[config.mk]
export PLATFORM = sky130hd
export DESIGN_NAME = fapa_lane
export DESIGN_NICKNAME = d
export VERILOG_FILES = /design/src/rtl/four_axis_pid_antiwindup_assert.svh /design/src/rtl/fapa_pkg.sv /design/src/rtl/fapa_lane.sv
export SDC_FILE = /design/constraint.sdc
export NUM_CORES = 2
export LEC_CHECK = 0
export ABC_AREA = 1
export BUFFER_PORTS_ARGS = -buffer_cell sky130_fd_sc_hd__buf_2
export CORE_ASPECT_RATIO = 1.75
export CORE_MARGIN = 2
export CORE_UTILIZATION = 50
export CTS_CLUSTER_DIAMETER = 50
export DETAILED_ROUTE_END_ITERATION = 10
export PLACE_DENSITY = 0.77
export SETUP_SLACK_MARGIN = 0.2
export SLEW_MARGIN = 25
export SYNTH_ARGS = -nofsm -noshare
export SYNTH_HDL_FRONTEND = slang
export SYNTH_SLANG_ARGS = --single-unit
[constraint.sdc]
create_clock -name clk -period 15 [get_ports clk]
set_input_delay 2.25 -clock clk [delete_from_list [all_inputs] [get_ports clk]]
set_output_delay 2.25 -clock clk [all_outputs]
set_load 0.005 [all_outputs]
[src/rtl/four_axis_pid_antiwindup_assert.svh]
// Assertion macros for the four-axis PID controller
`ifndef FOUR_AXIS_PID_ANTIWINDUP_ASSERT_SVH
`define FOUR_AXIS_PID_ANTIWINDUP_ASSERT_SVH
`ifndef NO_ASSERTIONS
`define FAPA_ASSERT_IMP(label, clk, rst_n, ante, cons) \
  label: assert property (@(posedge clk) disable iff (!rst_n) (ante) |-> (cons)) \
    else $error("fapa check failed");
`define FAPA_ASSERT_NXT(label, clk, rst_n, ante, cons) \
  label: assert property (@(posedge clk) disable iff (!rst_n) (ante) |=> (cons)) \
    else $error("fapa check failed");
`else
`define FAPA_ASSERT_IMP(label, clk, rst_n, ante, cons)
`define FAPA_ASSERT_NXT(label, clk, rst_n, ante, cons)
`endif
`endif

[src/rtl/fapa_pkg.sv]
// Shared types, widths, register codes and helpers for the PID controller
`default_nettype none
package fapa_pkg;

  localparam int NUM_AXES  = 4;
  localparam int SAMPLE_W  = 16;
  localparam int ACC_W     = 48;
  localparam int FRAC_W    = 16;
  localparam int GAIN_W    = 16;
  localparam int AWG_W     = 8;
  localparam int ERR_W     = SAMPLE_W + 1;
  localparam int PROD_W    = ERR_W + GAIN_W + 1;
  localparam int PD_W      = PROD_W + 1;
  localparam int RAW_W     = PD_W + FRAC_W + 1;
  localparam int DIFF_W    = RAW_W + 1;
  localparam int SAT_IN_W  = DIFF_W + AWG_W + 1;

  localparam int CFG_IDX_W  = 3;
  localparam int CFG_DATA_W = 64;

  localparam logic [CFG_IDX_W-1:0] REG_PROP   = 3'd0;
  localparam logic [CFG_IDX_W-1:0] REG_DERIV  = 3'd1;
  localparam logic [CFG_IDX_W-1:0] REG_INTEG  = 3'd2;
  localparam logic [CFG_IDX_W-1:0] REG_WINDUP = 3'd3;
  localparam logic [CFG_IDX_W-1:0] REG_LIMIT  = 3'd4;

  localparam logic [63:0] PROP_RST   = 64'd900723310005257310;
  localparam logic [63:0] DERIV_RST  = 64'd1688852106563355520;
  localparam logic [63:0] INTEG_RST  = 64'd0;
  localparam logic [31:0] WINDUP_RST = 32'd252514060;
  localparam logic [63:0] LIMIT_RST  = 64'd56295210093772950;

  typedef struct packed {
    logic load;
    logic mul;
    logic acc;
    logic clamp;
    logic fin;
  } fapa_ctrl_t;

  function automatic logic signed [ACC_W-1:0] sat_acc(input logic signed [SAT_IN_W-1:0] v);
    logic [SAT_IN_W-ACC_W:0] top;
    top = v[SAT_IN_W-1:ACC_W-1];
    if (top == '0 || top == '1) begin
      sat_acc = v[ACC_W-1:0];
    end else if (v[SAT_IN_W-1]) begin
      sat_acc = {1'b1, {(ACC_W-1){1'b0}}};
    end else begin
      sat_acc = {1'b0, {(ACC_W-1){1'b1}}};
    end
  endfunction

endpackage
`default_nettype wire

[src/rtl/fapa_lane.sv]
// One axis lane: error, PID products, integrator, clamp and anti-windup term
`default_nettype none
module fapa_lane (
  input  wire                                   clk,
  input  wire                                   rst_n,
  input  wire fapa_pkg::fapa_ctrl_t             ctrl,
  input  wire logic signed [fapa_pkg::SAMPLE_W-1:0] tgt,
  input  wire logic signed [fapa_pkg::SAMPLE_W-1:0] meas,
  input  wire logic signed [fapa_pkg::SAMPLE_W-1:0] rate,
  input  wire logic [fapa_pkg::GAIN_W-1:0]     kp,
  input  wire logic [fapa_pkg::GAIN_W-1:0]     kd,
  input  wire logic [fapa_pkg::GAIN_W-1:0]     ki,
  input  wire logic [fapa_pkg::AWG_W-1:0]      kaw,
  input  wire logic [fapa_pkg::GAIN_W-1:0]     lim,
  output logic signed [fapa_pkg::SAMPLE_W-1:0] drive
);
  import fapa_pkg::*;

  logic signed [ERR_W-1:0]    err_r, err_nxt;
  logic signed [SAMPLE_W-1:0] rate_r;
  logic signed [PROD_W-1:0]   pki_r, pki_nxt;
  logic signed [PROD_W-1:0]   pkp_r, pkp_nxt;
  logic signed [PROD_W-1:0]   pkd_r, pkd_nxt;
  logic signed [ACC_W-1:0]    integ_r, integ_nxt;
  logic signed [PD_W-1:0]     pd_r, pd_nxt;
  logic signed [RAW_W-1:0]    clamped_r, clamped_nxt;
  logic signed [DIFF_W-1:0]   diff_r, diff_nxt;
  logic signed [ACC_W-1:0]    windup_r, windup_nxt;
  logic signed [SAT_IN_W-1:0] acc_sum;
  logic signed [SAT_IN_W-1:0] aw_prod;
  logic signed [RAW_W-1:0]    raw;
  logic signed [RAW_W-1:0]    limq;
  logic [SAMPLE_W-2:0]        lim_eff;

  always_comb begin
    err_nxt = ERR_W'(tgt) - ERR_W'(meas);
    pki_nxt = PROD_W'(err_r) * PROD_W'($signed({1'b0, ki}));
    pkp_nxt = PROD_W'(err_r) * PROD_W'($signed({1'b0, kp}));
    pkd_nxt = PROD_W'(rate_r) * PROD_W'($signed({1'b0, kd}));

    acc_sum   = SAT_IN_W'(integ_r) + SAT_IN_W'(pki_r) + SAT_IN_W'(windup_r);
    integ_nxt = sat_acc(acc_sum);
    pd_nxt    = PD_W'(pkp_r) - PD_W'(pkd_r);

    lim_eff = lim[SAMPLE_W-1] ? '1 : lim[SAMPLE_W-2:0];
    limq    = RAW_W'($signed({1'b0, lim_eff, {FRAC_W{1'b0}}}));
    raw     = (RAW_W'(pd_r) <<< FRAC_W) + RAW_W'(integ_r);
    if (raw > limq) begin
      clamped_nxt = limq;
    end else if (raw < -limq) begin
      clamped_nxt = -limq;
    end else begin
      clamped_nxt = raw;
    end
    diff_nxt = DIFF_W'(clamped_nxt) - DIFF_W'(raw);

    aw_prod    = SAT_IN_W'(diff_r) * SAT_IN_W'($signed({1'b0, kaw}));
    windup_nxt = sat_acc(aw_prod);
  end

  always_ff @(posedge clk) begin
    if (ctrl.load) begin
      err_r  <= err_nxt;
      rate_r <= rate;
    end
    if (ctrl.mul) begin
      pki_r <= pki_nxt;
      pkp_r <= pkp_nxt;
      pkd_r <= pkd_nxt;
    end
    if (ctrl.acc) begin
      pd_r <= pd_nxt;
    end
    if (ctrl.clamp) begin
      clamped_r <= clamped_nxt;
      diff_r    <= diff_nxt;
    end
  end

  always_ff @(posedge clk) begin
    if (!rst_n) begin
      integ_r  <= '0;
      windup_r <= '0;
    end else begin
      if (ctrl.acc) begin
        integ_r <= integ_nxt;
      end
      if (ctrl.fin) begin
        windup_r <= windup_nxt;
      end
    end
  end

  assign drive = clamped_r[FRAC_W +: SAMPLE_W];

endmodule
`default_nettype wire
==> reports/results.tsv <==
metric	value	unit
syn_area	68800	sq um
worst-path-buf-inv	5	
wl_per_cell	18.8	um
async_flop_share	0	
ys_seq_elements	334	
clock-root-buffer	clkbuf_16	
max_freq	90.6	MHz
die_h	495	um
track_usage	0.286	
period_minus_slack	11.04	ns
crit-reg2reg-launch	integ_r[16]$_SDFFE_PN0P_	
setup_viol	0	
synth_fa_ha_area_frac	0.448	
firstDrtPassIters	6	
period_share	0.736	
setup_tns	0	ns
seq_area_frac_synth	0.132	
gp_congestion	0.983	
yosys_warnings	0	
rsz0062_at_grt	false	
crit_fanout	39	
reg2reg_depth	46	
post-cts-setup-buffers	0	
synth_area_leaders	fa_1, inv_1, ha_1, nand2_1, edfxtp_1	
hold_end	windup_r[47]$_SDFFE_PN0P_	
hold_viol	0	
coreArea	137000	sq um
clock_latency	0.66	ns
grt_pass1_vias	61600	
grt_max_degree	96	
crit_slowest_cell	nor4_1	
cts_max_path_buffers	3	
drtAntennaViolNets	0	
clk_pin_slew	0.06	ns
antenna_found_initial	2	
pre_cts_ws	3.55	ns
r2r_end	diff_r[50]$_DFFE_PP_	
cts_tree	done	
postCtsHoldBufs	0	
synth_fp_nets	10600	
drt_iter0_drc	3406	
final_common_cell	inv_1	
synth.top_cell.area_share	0.329	
die_w	284	um
hold_class	flip-flop to flip-flop	
via_per_inst	5.34	
numCtsBuffers	46	
yosysTopAreaCell	fa_1	
max_stage_delay	0.69	ns
final_cell_mix	inv_1, nand2_1, fa_1	
io_buffers	142	
regToRegSetupSlack	5.68	ns
crit_top_cell	nand2_1	
synth_top_family_by_area	adder cells	
clock_sinks	334	
ctsResizeCount	0	
worstMarginPinSlew	0.962	ns
synth_cell_types	60	
relSlewSlack	0.359	
syn2layout_area_growth	5.14	%
synthSimpleGateAreaFrac	0.152	
synth-compound-area-share	0.0787	
fin_nets	10500	
drive_gt1_frac	0.0408	
critPathTopFamily	simple AND/OR/NAND/NOR gates	
cp_data_required_time	15.38	ns
synth-edff-count	238	
startpoint_type	input port	
vias	56000	
rows	180	
synthCells	8710	
grt_overflow	0	
drv_slew	0	
ys.flop_type	edfxtp_1	
die-area	141000	sq um
htree_levels	2	
fin_skew	0.0534	ns
grt_pass1_wl	316000	um
path_class	input port to flip-flop	
fin_ws	3.96	ns
status	complete, no violations	
place_hpwl	162000	um
io_pins	143	
whs_path_depth	2	
critical_path_arrival	11.42	ns
synth_xor_area_frac	0.0413	
drc_errors	0	
syn_avg_cell_area	7.90	sq um
wl	197000	um
setup.worst_path.end_class	flip-flop	
initial_core_util	0.502	
muxShareOfSynthArea	0	
drv_cap	0	
worstHoldStart	windup_r[47]$_SDFFE_PN0P_	
-- metal layers --
layer	up-vias	part of all wire	global-route usage
met3	785	0.050	0.0336
met4	0	0.089	0.218
met5	-	0	0
met2	1993	0.53	0.536
met1	27400	0.33	0.287
li1	25800	-	-
-- Yosys cell counts (16+ instances only) --
library cell / n
ha_1: 655
o21ai_0: 254
a21o_1: 19
a21oi_1: 516
nand4_1: 39
xnor2_1: 119
o21a_1: 24
dfxtp_1: 96
a31oi_1: 46
xor2_1: 202
clkbuf_1: 243
a211oi_1: 16
nand2_2: 16
nor2_1: 292
o21ai_1: 20
nor4_1: 17
fa_1: 1129
nor3_1: 31
nand3_1: 139
edfxtp_1: 238
inv_1: 2349
nand2_1: 2004
clkbuf_2: 48
-- tightest hold or removal path: cells and delay by family, from the launching register on --
kind,cells,cell delay (ns)
and+or+nand+nor,1,0.07
AOI/OAI and AO/OA,1,0.06
DFF,1,0.33
-- state kept, by name, indices dropped and copies added, names as in the netlist --
signal and count:
clamped_r 16, diff_r 53, err_r 17, integ_r 48, pd_r 35, pkd_r 33, pki_r 34, pkp_r 34
rate_r 16, windup_r 48
-- worst max-delay path by stage --
stage                  from                   end  cells past startpoint
floorplan           lim[15]  diff_r[50]$_DFFE_PP_                     50
global placement    lim[15]  diff_r[50]$_DFFE_PP_                     47
detailed placement  lim[15]  diff_r[50]$_DFFE_PP_                     47
CTS                 lim[15]  diff_r[50]$_DFFE_PP_                     47
global route        lim[15]  diff_r[50]$_DFFE_PP_                     47
finish              lim[15]  diff_r[50]$_DFFE_PP_                     47
-- cell families after synthesis --
| kind of cell | count (synthesis) |
|---|---|
| buffers and inverters | 2681 |
| AND/OR/NAND/NOR | 2601 |
| adder cells (fa/ha/maj) | 1784 |
| AO/OA/AOI/OAI | 987 |
| flip-flops | 334 |
| XOR/XNOR | 323 |
-- through the flow --
step           area [sq um]  hold WS [ns]  std cells  utilization
3_5_place_dp          70700         0.493      10400        0.517
3_3_place_gp          70700         0.483      10400        0.516
6_report              72300         0.505      10500        0.528
5_1_grt               72300         0.528      10500        0.528
2_1_floorplan         68800         0.456       8710            -
4_1_cts               72300         0.510      10500        0.528
-- area by class of cell --
cell class | instances | area (sq um)
Clock inverter | 34 | 413
Timing Repair Buffer | 180 | 1010
Antenna cell | 2 | 5.00
Tap cell | 1820 | 2280
Fill cell | 12800 | 64600
Clock buffer | 51 | 1180
Sequential cell | 334 | 9070
Multi-Input combinational cell | 5695 | 49500
Inverter | 2361 | 8860
Power is not shown: default switching activity piles up to over one toggle a cycle in this logic, so the estimate is an artifact.
